===== src/hw/rtl/eb32f_pkg.sv =====
// Shared types, constants and functions of the encrypted base32 frame encoder.
package eb32f_pkg;

    localparam int BLK_BYTES   = 16;
    localparam int BLK_BITS    = 128;
    localparam int AES_ROUNDS  = 10;
    localparam int SYM_COUNT   = 26;
    localparam logic [7:0] PAYLOAD_MAX = 8'd252;
    localparam logic [15:0] CRC_INIT   = 16'hFFFF;
    localparam logic [15:0] CRC_POLY   = 16'hA001;
    localparam logic [7:0] SEP_CHAR    = 8'h2E;
    localparam logic [7:0] RCON_INIT   = 8'h01;

    // Register indexes on the configuration port (address bits 5:3).
    localparam logic [2:0] REG_KEY_LOW  = 3'd0;
    localparam logic [2:0] REG_KEY_HIGH = 3'd1;
    localparam logic [2:0] REG_TABLE_0  = 3'd2;
    localparam logic [2:0] REG_TABLE_1  = 3'd3;
    localparam logic [2:0] REG_TABLE_2  = 3'd4;
    localparam logic [2:0] REG_TABLE_3  = 3'd5;

    typedef struct packed {
        logic start;
        logic fin;
        logic ovf;
    } ser_ctl_t;

    localparam logic [7:0] SBOX [256] = '{
        8'h63,8'h7c,8'h77,8'h7b,8'hf2,8'h6b,8'h6f,8'hc5,8'h30,8'h01,8'h67,8'h2b,8'hfe,8'hd7,8'hab,8'h76,
        8'hca,8'h82,8'hc9,8'h7d,8'hfa,8'h59,8'h47,8'hf0,8'had,8'hd4,8'ha2,8'haf,8'h9c,8'ha4,8'h72,8'hc0,
        8'hb7,8'hfd,8'h93,8'h26,8'h36,8'h3f,8'hf7,8'hcc,8'h34,8'ha5,8'he5,8'hf1,8'h71,8'hd8,8'h31,8'h15,
        8'h04,8'hc7,8'h23,8'hc3,8'h18,8'h96,8'h05,8'h9a,8'h07,8'h12,8'h80,8'he2,8'heb,8'h27,8'hb2,8'h75,
        8'h09,8'h83,8'h2c,8'h1a,8'h1b,8'h6e,8'h5a,8'ha0,8'h52,8'h3b,8'hd6,8'hb3,8'h29,8'he3,8'h2f,8'h84,
        8'h53,8'hd1,8'h00,8'hed,8'h20,8'hfc,8'hb1,8'h5b,8'h6a,8'hcb,8'hbe,8'h39,8'h4a,8'h4c,8'h58,8'hcf,
        8'hd0,8'hef,8'haa,8'hfb,8'h43,8'h4d,8'h33,8'h85,8'h45,8'hf9,8'h02,8'h7f,8'h50,8'h3c,8'h9f,8'ha8,
        8'h51,8'ha3,8'h40,8'h8f,8'h92,8'h9d,8'h38,8'hf5,8'hbc,8'hb6,8'hda,8'h21,8'h10,8'hff,8'hf3,8'hd2,
        8'hcd,8'h0c,8'h13,8'hec,8'h5f,8'h97,8'h44,8'h17,8'hc4,8'ha7,8'h7e,8'h3d,8'h64,8'h5d,8'h19,8'h73,
        8'h60,8'h81,8'h4f,8'hdc,8'h22,8'h2a,8'h90,8'h88,8'h46,8'hee,8'hb8,8'h14,8'hde,8'h5e,8'h0b,8'hdb,
        8'he0,8'h32,8'h3a,8'h0a,8'h49,8'h06,8'h24,8'h5c,8'hc2,8'hd3,8'hac,8'h62,8'h91,8'h95,8'he4,8'h79,
        8'he7,8'hc8,8'h37,8'h6d,8'h8d,8'hd5,8'h4e,8'ha9,8'h6c,8'h56,8'hf4,8'hea,8'h65,8'h7a,8'hae,8'h08,
        8'hba,8'h78,8'h25,8'h2e,8'h1c,8'ha6,8'hb4,8'hc6,8'he8,8'hdd,8'h74,8'h1f,8'h4b,8'hbd,8'h8b,8'h8a,
        8'h70,8'h3e,8'hb5,8'h66,8'h48,8'h03,8'hf6,8'h0e,8'h61,8'h35,8'h57,8'hb9,8'h86,8'hc1,8'h1d,8'h9e,
        8'he1,8'hf8,8'h98,8'h11,8'h69,8'hd9,8'h8e,8'h94,8'h9b,8'h1e,8'h87,8'he9,8'hce,8'h55,8'h28,8'hdf,
        8'h8c,8'ha1,8'h89,8'h0d,8'hbf,8'he6,8'h42,8'h68,8'h41,8'h99,8'h2d,8'h0f,8'hb0,8'h54,8'hbb,8'h16
    };

    function automatic logic [7:0] xt(input logic [7:0] a);
        return {a[6:0], 1'b0} ^ (a[7] ? 8'h1B : 8'h00);
    endfunction

    // One byte of CRC-16/Modbus, bit by bit.
    function automatic logic [15:0] crc_byte(input logic [15:0] crc, input logic [7:0] b);
        logic [15:0] c;
        c = crc ^ {8'h00, b};
        for (int k = 0; k < 8; k++) begin
            c = c[0] ? ((c >> 1) ^ CRC_POLY) : (c >> 1);
        end
        return c;
    endfunction

endpackage


===== src/hw/rtl/eb32f_ser.sv =====
// Cuts a ciphertext block into five-bit codes, sends their table words, then a separator.
module eb32f_ser
    import eb32f_pkg::*;
(
    input  logic                aclk,
    input  logic                aresetn,
    input  ser_ctl_t            ctl,
    input  logic [BLK_BITS-1:0] cipher,
    input  logic [255:0]        char_tbl,
    output logic                busy,
    output logic                m_tvalid,
    input  logic                m_tready,
    output logic [7:0]          m_tdata,
    output logic                m_tlast,
    output logic                m_tuser
);

    logic [BLK_BITS-1:0] sh_reg;
    logic [4:0]          cnt_reg;
    logic                busy_reg, fin_reg, ovf_reg, vld_reg, last_reg, user_reg;
    logic [7:0]          data_reg;
    logic                load;

    assign load = busy_reg && (!vld_reg || m_tready);

    always_ff @(posedge aclk) begin
        if (!aresetn) begin
            busy_reg <= 1'b0;
            vld_reg  <= 1'b0;
            cnt_reg  <= 5'd0;
        end else begin
            if (ctl.start) begin
                busy_reg <= 1'b1;
                cnt_reg  <= 5'd0;
            end else if (load) begin
                if (cnt_reg == 5'(SYM_COUNT)) begin
                    busy_reg <= 1'b0;
                end
                cnt_reg <= cnt_reg + 5'd1;
            end
            if (load) begin
                vld_reg <= 1'b1;
            end else if (m_tready) begin
                vld_reg <= 1'b0;
            end
        end
    end

    always_ff @(posedge aclk) begin
        if (ctl.start) begin
            sh_reg  <= cipher;
            fin_reg <= ctl.fin;
            ovf_reg <= ctl.ovf;
        end else if (load) begin
            // Zeros shift in, so the last code keeps only three real bits.
            sh_reg <= sh_reg >> 5;
        end
        if (load) begin
            user_reg <= ovf_reg;
            if (cnt_reg == 5'(SYM_COUNT)) begin
                data_reg <= SEP_CHAR;
                last_reg <= fin_reg;
            end else begin
                data_reg <= char_tbl[{sh_reg[4:0], 3'b000} +: 8];
                last_reg <= 1'b0;
            end
        end
    end

    assign busy     = busy_reg;
    assign m_tvalid = vld_reg;
    assign m_tdata  = data_reg;
    assign m_tlast  = last_reg;
    assign m_tuser  = user_reg;

endmodule


===== config.mk =====
export PLATFORM = sky130hd
export DESIGN_NAME = eb32f_ser
export DESIGN_NICKNAME = d
export VERILOG_FILES = /design/src/hw/rtl/eb32f_pkg.sv /design/src/hw/rtl/eb32f_ser.sv
export SDC_FILE = /design/constraint.sdc
export NUM_CORES = 1
export LEC_CHECK = 0
export BUFFER_PORTS_ARGS = -buffer_cell sky130_fd_sc_hd__buf_4
export CORE_AREA = 8 8 151 153
export CTS_CLUSTER_SIZE = 14
export DETAILED_ROUTE_END_ITERATION = 10
export DIE_AREA = 0 0 159 161
export PLACE_DENSITY = 0.73
export SLEW_MARGIN = 20
export SYNTH_ARGS = -nofsm -noshare
export SYNTH_HDL_FRONTEND = slang
export SYNTH_SLANG_ARGS = --single-unit

===== constraint.sdc =====
create_clock -name aclk -period 4.58 [get_ports aclk]
set_clock_uncertainty 0.15 [all_clocks]
set_input_delay 0.916 -clock aclk [delete_from_list [all_inputs] [get_ports aclk]]
set_output_delay 0.916 -clock aclk [all_outputs]
set_load 0.01 [all_outputs]

==> impl_metrics.json, run 1 <==
{
  "largest_reg_flops": 128,
  "htree_num_levels": 4,
  "place_inst": 1200,
  "grt_pass1_vias": 6993,
  "via_count": 6392,
  "fp.dieH_um": 161,
  "dp_hpwl_um": 23130,
  "num_rows": 53,
  "slew_headroom_pct": 47.07,
  "fin_tns_setup_ns": 0,
  "ys_top_cells_by_area": "edfxtp_1, mux2_2, mux2i_1",
  "drtAntennaViolNets": 0,
  "cts_tree": "yes",
  "drive_gt1_share_pct": 61.65,
  "placed_area_mm2": 0.01151,
  "cts_sinks": 147,
  "cts_buffers": 17,
  "hp-class": "reg2reg",
  "drt-total-wl_um": 28910,
  "arrival_ns": 2.68,
  "die_w_um": 159,
  "hold_depth": 0,
  "design_area_mm2": 0.01209,
  "start_util_pct": 40.80,
  "track_usage_pct": 21.79,
  "synth_cell_type_count": 38,
  "finalCriticalPeriod_ns": 2.683,
  "fmax_mhz": 372.7,
  "clockBufferDepth": 2,
  "rsz0062_at_grt": "false",
  "syn2layout_area_growth_pct": 44.11,
  "synth_fp_nets": 949,
  "post-route-period-util_pct": 58.58,
  "setup_viol": 0,
  "ys_warn_count": 0,
  "via_per_inst": 5.184,
  "power_mw": 3.873,
  "antenna_found_initial": 1,
  "slew_viol_final": 0,
  "drc_errors": 0,
  "cts_root_buffer": "clkbuf_16",
  "finalHoldViolations": 0,
  "reg2reg_depth": 5,
  "io_buffer_count": 401,
  "status": "finished, final reports clean",
  "grt_pass1_wl_um": 42370,
  "cts_resized": 0,
  "hold_slack_ns": 0.2816,
  "syn_area_per_cell_um2": 15.06,
  "grt-ovfl-total": 0,
  "crit_required_ns": 4.58,
  "finalNetCount": 1336,
  "cp-start-kind": "register",
  "fin_util_pct": 58.79,
  "synth_largest_area_cell": "edfxtp_1",
  "clkTransAtPathRegs_ns": 0.06,
  "grt_max_degree": 133,
  "p_per_area_mw_per_mm2": 320.4,
  "tightest_slew_ns": 0.7903,
  "core_area_mm2": 0.02056,
  "postCtsSetupBuffers": 0,
  "gp_congestion": 0.8839,
  "drtIter0Drc": 406,
  "first_pass_iters": 4,
  "pin_count": 402,
  "end_kind": "register",
  "ctsHoldBuffers": 0,
  "insertion_delay_ns": 0.41,
  "ys_seq_area_share_pct": 51.80,
  "ys_ff_latch": 147,
  "post_drt_wl_per_cell_um": 23.45,
  "setup_slack_ns": 1.897,
  "netlist_area_mm2": 0.008387,
  "synth_top_cell_area_share_pct": 50.13,
  "netlist_instances": 557,
  "die_area_mm2": 0.02560,
  "final-instance-count-excl-fill": 1233,
  "path_class": "reg2reg",
  "vdd_drop_max_uv": 237.2,
  "power.leakage_nw": 5.181,
  "cp_max_fo": 38,
  "preCtsSetupSlack_ns": 1.746,
  "max_cap_viol_count": 0
}
## worst paths after layout
| check | startpoint | to | slack (ns) |
|---|---|---|---|
| setup / recovery | sh_reg[1] | m_tdata[5] | 1.90 |
| hold / removal | ovf_reg | m_tuser | 0.28 |
| setup reg to reg | sh_reg[1] | m_tdata[5] | 1.90 |
| hold reg to reg | ovf_reg | m_tuser | 0.28 |
## worst max-delay path, stage by stage (launching register included)
cell,delay [ns]
edfxtp_1,0.51
buf_4,0.54
and2_1,0.63
a22oi_1,0.20
a21oi_1,0.24
o41ai_1,0.10
## cells by family (layout without fill, tap and decap cells)
group	after synthesis	in the layout	synth area share (%)
mux	239	239	34.25
xor+xnor	4	4	0.4178
flops	147	147	51.80
other cells	0	1	0
simple gates	52	52	3.461
compound gates	68	68	5.699
fa+ha+maj	2	2	0.2983
buf+inv	45	445	4.073
## power breakdown
group,internal (mW),total [mW],switching (mW),leakage (nW)
Sequential,1.65,1.71,0.0575,1.46
Clock,0.767,1.35,0.584,0.277
Combinational,0.493,0.816,0.323,3.45
Total,2.91,3.87,0.964,5.18
## synthesized netlist by cell type
master    instances
mux4_2           17
xnor2_1           1
a31oi_1           4
buf_4             4
nand3_1           1
nor2b_1           5
ha_1              2
buf_12            2
buf_8             1
nand4_1           6
a21boi_0          1
buf_1             5
nor2_2            1
mux2_2          123
and4b_1           1
dfxtp_1           7
nand4b_1          1
buf_2            12
clkbuf_4          2
a221o_1           4
clkbuf_1          4
edfxtp_1        140
xor2_1            3
and2_1           11
nand2_1           9
clkbuf_2          1
a22oi_1          36
buf_6            12
o21a_1            1
nand2b_1          4
a21oi_1          17
o41ai_1           4
mux4_1            7
a211oi_1          1
inv_1             2
or2_2             6
nor2_1            7
mux2i_1          92
## placed cells by master (no fill, tap or decap), types with 2 or more instances in the layout
cell | Yosys | routed
o41ai_1 | 4 | 4
mux4_1 | 7 | 7
mux2i_1 | 92 | 92
inv_8 | 0 | 2
nor2_1 | 7 | 7
mux4_2 | 17 | 17
a221o_1 | 4 | 4
nand2_1 | 9 | 9
dfxtp_1 | 7 | 7
clkbuf_16 | 0 | 17
and2_1 | 11 | 11
inv_1 | 2 | 2
a21oi_1 | 17 | 17
a22oi_1 | 36 | 36
buf_12 | 2 | 2
edfxtp_1 | 140 | 140
mux2_2 | 123 | 123
clkinvlp_4 | 0 | 2
nand2b_1 | 4 | 4
nor2b_1 | 5 | 4
ha_1 | 2 | 2
inv_6 | 0 | 7
or2_2 | 6 | 5
buf_4 | 4 | 409
xor2_1 | 3 | 3
nand4_1 | 6 | 6
a31oi_1 | 4 | 4
## area by class of cell
class                           count  area (µm²)
Clock buffer                       18       429.2
Inverter                            2       7.507
Timing Repair Buffer              411        3110
Clock inverter                     14       142.6
Antenna cell                        1       2.502
Fill cell                        1684        8471
Tap cell                          275       344.1
Sequential cell                   147        4344
Multi-Input combinational cell    365        3706
## per-layer routing
layer  global-route usage [%]  vias to the layer above  routed length [µm]
li1                         -                     3012                   -
met1                    23.86                     3078               10830
met2                    38.95                      273               15070
met3                    8.017                       29                2467
met4                    6.304                        0                 544
met5                        0                        -                   0
Power figures use the tool's default switching activity.
==> inputs of run 2 (changes only) <==
Settings changed: ABC_AREA set to 1, CORE_AREA 8 8 151 153 to not set, CORE_ASPECT_RATIO set to 1.5, CORE_MARGIN set to 8, CORE_UTILIZATION set to 43, DIE_AREA 0 0 159 161 to not set, PLACE_DENSITY 0.73 to 0.77.
Clock period 4.58 ns to 2.29 ns, I/O delays scaled along.
==> run 2 against run 1 <==
Routed wire length is 17% higher; maximum frequency is 28% higher; power is 110% higher; critical path depth is 4 higher; hold slack worse by 0.22 ns; final area is 5.1% higher; utilization is 3.7 points higher; global-route usage is 3.8 points higher; die area is 0.36% higher; critical path type unchanged; highest routed layer is now met5.
==> impl_metrics.json, run 2 <==
{
  "synth_fp_nets": 1645,
  "postCtsSetupBuffers": 0,
  "cp_cell_sequence": "inv_2 -> buf_12 -> nor2_1 -> o21ai_0 -> o21ai_0 -> nor2_1 -> nor2_1 -> nor2_1 -> nor2_1",
  "cts_root_buffer": "clkbuf_16",
  "ys_top_cells_by_area": "edfxtp_1, nand2_1, nand3_1",
  "grt_pass1_wl_um": 51000,
  "num_rows": 64,
  "path_class": "reg2reg",
  "fin_tns_setup_ns": 0,
  "via_per_inst": 5.001,
  "ctsHoldBuffers": 0,
  "tightest_slew_ns": 0.6078,
  "pin_count": 402,
  "synth_cell_type_count": 23,
  "slew_headroom_pct": 59.23,
  "fp.dieH_um": 192.3,
  "drtIter0Drc": 886,
  "ys_seq_area_share_pct": 48.73,
  "setup_viol": 0,
  "crit_top_cell": "nor2_1",
  "largest_reg_flops": 128,
  "cts_buffers": 17,
  "fin_util_pct": 62.46,
  "cp-start-kind": "register",
  "hp-class": "in2reg",
  "yosysMostFrequentCell": "nand2_1",
  "arrival_ns": 2.10,
  "p_per_area_mw_per_mm2": 627.1,
  "end_kind": "register",
  "status": "finished, final reports clean",
  "die_area_mm2": 0.02569,
  "synth_largest_area_cell": "edfxtp_1",
  "hold_slack_ns": 0.06467,
  "synth.cells.most_frequent": "nand2_1, nand3_1, edfxtp_1",
  "final_cell_mix": "nand2_1, buf_4, nand3_1, edfxtp_1, inv_1",
  "netlist_instances": 1253,
  "grt-ovfl-total": 0,
  "crit_required_ns": 2.30,
  "final_common_cell": "nand2_1",
  "core_area_mm2": 0.02034,
  "grt_pass1_vias": 9417,
  "drt-total-wl_um": 33740,
  "placed_area_mm2": 0.01211,
  "slowest_stage": "edfxtp_1",
  "post_drt_wl_per_cell_um": 17.79,
  "htree_num_levels": 4,
  "insertion_delay_ns": 0.42,
  "vdd_drop_max_uv": 628.2,
  "syn_area_per_cell_um2": 7.115,
  "drtAntennaViolNets": 0,
  "fillers": 1821,
  "fmax_mhz": 478.3,
  "gp_congestion": 0.9212,
  "clkTransAtPathRegs_ns": 0.06,
  "rsz0062_at_grt": "false",
  "post-route-period-util_pct": 91.29,
  "dp_hpwl_um": 26050,
  "design_area_mm2": 0.01270,
  "ys_async_sr_fraction_pct": 0,
  "cp_max_fo": 43,
  "finalHoldViolations": 0,
  "cts_tree": "yes",
  "power_mw": 7.966,
  "first_pass_iters": 5,
  "die_w_um": 133.6,
  "antenna_found_initial": 10,
  "slew_viol_final": 0,
  "cts_sinks": 147,
  "power.leakage_nw": 6.612,
  "synth_top_cell_area_share_pct": 47.16,
  "ys_ff_latch": 147,
  "synth_ff_type": "edfxtp_1",
  "synth_edf_count": 140,
  "grt_max_degree": 131,
  "finalNetCount": 2006,
  "clockBufferDepth": 2,
  "max_cap_viol_count": 0,
  "finalCriticalPeriod_ns": 2.091,
  "max_stage_delay_ns": 0.44,
  "io_buffer_count": 401,
  "syn2layout_area_growth_pct": 42.50,
  "ys_warn_count": 0,
  "drc_errors": 0,
  "cts_resized": 0,
  "via_count": 9486,
  "track_usage_pct": 25.60,
  "drive_gt1_share_pct": 27.78,
  "start_util_pct": 43.83,
  "netlist_area_mm2": 0.008915
}
## run 2: metrics by stage
step	setup WS, ns	instances
2_1_floorplan	0.04785	1253
3_3_place_gp	0.2606	1859
3_5_place_dp	0.2199	1859
4_1_cts	0.2170	1891
5_1_grt	0.07245	1897
6_report	0.1994	1897
## run 2: worst max-delay path: cells and delay by family (launching register included)
family	cells	cell delay, ns
simple gates	5	0.57
compound gates	2	0.22
buf+inv	2	0.43
flops	1	0.44
## run 2: power breakdown
part	internal (mW)	switching (mW)	leakage, nW
clock network	1.61	1.06	0.284
logic	0.880	1.04	4.84
registers	3.29	0.0863	1.48
total	5.78	2.18	6.61
## run 2: path summary, 6_finish.rpt
kind	from	end	slack, ns	cells past startpoint
hold reg to reg	ovf_reg	m_tuser	0.28	0
setup reg to reg	sh_reg[1]	m_tdata[6]	0.20	9
setup / recovery	sh_reg[1]	m_tdata[6]	0.20	9
hold / removal	ctl[0]	ovf_reg	0.06	1
## run 2: cells by family (layout without fill, tap and decap cells)
| kind of cell | Yosys count | in the layout | synth area share, % |
|---|---|---|---|
| buffers and inverters | 137 | 511 | 7.369 |
| other | 0 | 6 | 0 |
| flip-flops | 147 | 147 | 48.73 |
| AND/OR/NAND/NOR | 942 | 942 | 42.18 |
| adder cells (fa/ha/maj) | 2 | 2 | 0.2807 |
| AO/OA/AOI/OAI | 25 | 25 | 1.446 |
## run 2: cell type report
cell class | count | area [µm²] | area share [%]
sequential | 147 | 4344 | 34.20
multi-input combinational | 969 | 3921 | 30.87
timing repair buffer | 421 | 3298 | 25.96
clock buffer | 26 | 533.0 | 4.196
tap | 264 | 330.3 | 2.600
inverter | 58 | 220.2 | 1.733
clock inverter | 6 | 41.29 | 0.3250
antenna | 6 | 15.01 | 0.1182
## run 2: per-layer routing
| metal | vias to the layer above | GRT usage (%) | share of wire, % |
|---|---|---|---|
| met5 | - | 0 | 0.15 |
| met4 | 8 | 11.83 | 3.3 |
| met3 | 60 | 9.015 | 11 |
| met2 | 448 | 43.16 | 49 |
| met1 | 4259 | 28.51 | 37 |
| li1 | 4711 | - | - |
==> inputs of run 3 (changes only) <==
Settings changed: CORE_UTILIZATION 43 to 30, PLACE_DENSITY 0.77 to not set.
==> run 3 against run 2 <==
Final area grew 2.6%; routed wire length grew 6.6%; maximum frequency grew 4.3%; sequential power is essentially flat; highest routed layer unchanged; cell count grew 7.4%; count of clock-buffer cells in the layout shrank 9; first-iteration DRC count shrank 40%; register-to-register slack gained 0.09 ns; sequential cell count is the same; critical path type unchanged; clock power grew 12%; critical path depth shrank 1.
==> impl_metrics.json, run 3 (synthesis gave the netlist of run 2 again) <==
{
  "cts_buffers": 17,
  "arrival_ns": 2.15,
  "max_cap_viol_count": 0,
  "drive_gt1_share_pct": 28.53,
  "grt_pass1_vias": 9465,
  "syn2layout_area_growth_pct": 46.15,
  "fillers": 3068,
  "num_rows": 77,
  "finalHoldViolations": 0,
  "insertion_delay_ns": 0.43,
  "drtAntennaViolNets": 0,
  "drc_errors": 0,
  "tightest_slew_ns": 0.5463,
  "post-route-period-util_pct": 87.56,
  "grt-ovfl-total": 0,
  "clkTransAtPathRegs_ns": 0.07,
  "slew_headroom_pct": 63.36,
  "postCtsSetupBuffers": 0,
  "fmax_mhz": 498.7,
  "htree_num_levels": 4,
  "cp_max_fo": 39,
  "drt-total-wl_um": 35950,
  "power.leakage_nw": 6.686,
  "status": "finished, final reports clean",
  "core_area_mm2": 0.02938,
  "cts_root_buffer": "clkbuf_16",
  "track_usage_pct": 19.71,
  "fin_tns_setup_ns": 0,
  "drtIter0Drc": 536,
  "vdd_drop_max_uv": 739.5,
  "crit_required_ns": 2.43,
  "final-instance-count-excl-fill": 2038,
  "cp_cell_sequence": "clkinv_2 -> buf_4 -> nand2_1 -> nand3_1 -> nand3_1 -> a21oi_1 -> nor2_1 -> nor2_1",
  "cts_sinks": 147,
  "finalNetCount": 2016,
  "final_common_cell": "nand2_1",
  "slowest_stage": "edfxtp_1",
  "via_per_inst": 4.646,
  "via_count": 9468,
  "pin_count": 402,
  "place_inst": 2000,
  "hp-class": "in2reg",
  "max_stage_delay_ns": 0.41,
  "start_util_pct": 30.34,
  "post_drt_wl_per_cell_um": 17.64,
  "io_buffer_count": 401,
  "grt_max_degree": 131,
  "die_area_mm2": 0.03560,
  "cp-start-kind": "register",
  "gp_congestion": 0.9438,
  "antenna_found_initial": 8,
  "largest_reg_flops": 128,
  "final_cell_mix": "nand2_1, buf_4, nand3_1, edfxtp_1, inv_1",
  "setup_viol": 0,
  "p_per_area_mw_per_mm2": 638.6,
  "grt_pass1_wl_um": 53610,
  "fin_util_pct": 44.34,
  "finalCriticalPeriod_ns": 2.005,
  "cts_resized": 0,
  "clockBufferDepth": 2,
  "die_w_um": 156.8,
  "rsz0062_at_grt": "false",
  "slew_viol_final": 0,
  "power_mw": 8.320,
  "cts_tree": "yes",
  "ctsHoldBuffers": 0,
  "first_pass_iters": 5,
  "path_class": "reg2reg",
  "end_kind": "register",
  "dp_hpwl_um": 28050,
  "fp.dieH_um": 227.1
}
-- run 3: cell types whose count changed in the layout (fill, tap and decap cells not counted), moves of 2 or more --
cell,before,now
clkinv_2,5,3
bufinv_16,0,3
clkinvlp_4,0,2
buf_12,11,13
inv_8,0,3
buf_4,410,418
clkbuf_16,20,17
clkbuf_1,5,0
-- run 3: final cells by class --
cell class                 instances  area (µm²)  share of cell area [%]
tap                              395       494.2                   3.793
clock inverter                    15       200.2                   1.537
sequential                       147        4344                   33.34
timing repair buffer             431        3398                   26.08
antenna                            6       15.01                  0.1152
clock buffer                      17       425.4                   3.265
inverter                          58       221.5                   1.700
multi-input combinational        969        3930                   30.16
-- run 3: final timing paths --
kind	from	endpoint	slack (ns)	cells after the start
setup reg to reg	sh_reg[0]	m_tdata[4]	0.28	8
hold / removal	ctl[0]	ovf_reg	0.06	1
setup / recovery	sh_reg[0]	m_tdata[4]	0.28	8
hold reg to reg	ovf_reg	m_tuser	0.28	0
-- run 3: per-stage QoR --
step	setup WS [ns]	cell area, µm²	hold WS, ns
after detailed placement	0.2885	12390	0.2663
after CTS	0.2504	13010	0.02503
final	0.2848	13030	0.05587
after global placement	0.3248	12390	0.2651
after floorplan	0.04785	8922	0.2503
after global routing	0.1011	13030	0.02684
-- run 3: routing by layer --
| layer | global-route usage (%) | vias up | part of all wire, % |
|---|---|---|---|
| li1 | - | 4743 | - |
| met1 | 21.95 | 4280 | 38 |
| met2 | 33.48 | 396 | 49 |
| met3 | 7.201 | 45 | 10 |
| met4 | 8.149 | 4 | 2.7 |
| met5 | 0 | - | 0.075 |
-- run 3: worst max-delay path, delay by kind of cell, from the launching register on --
kind                   cells  cell delay [ns]
DFF                        1             0.41
and+or+nand+nor            5             0.50
buffers and inverters      2             0.49
AOI/OAI and AO/OA          1             0.31
-- run 3: power by group --
part           switching, mW  internal (mW)  leakage (nW)
sequential            0.0815           3.29          1.48
clock                   1.23           1.75         0.302
combinational           1.07          0.904          4.90
total                   2.38           5.94          6.69
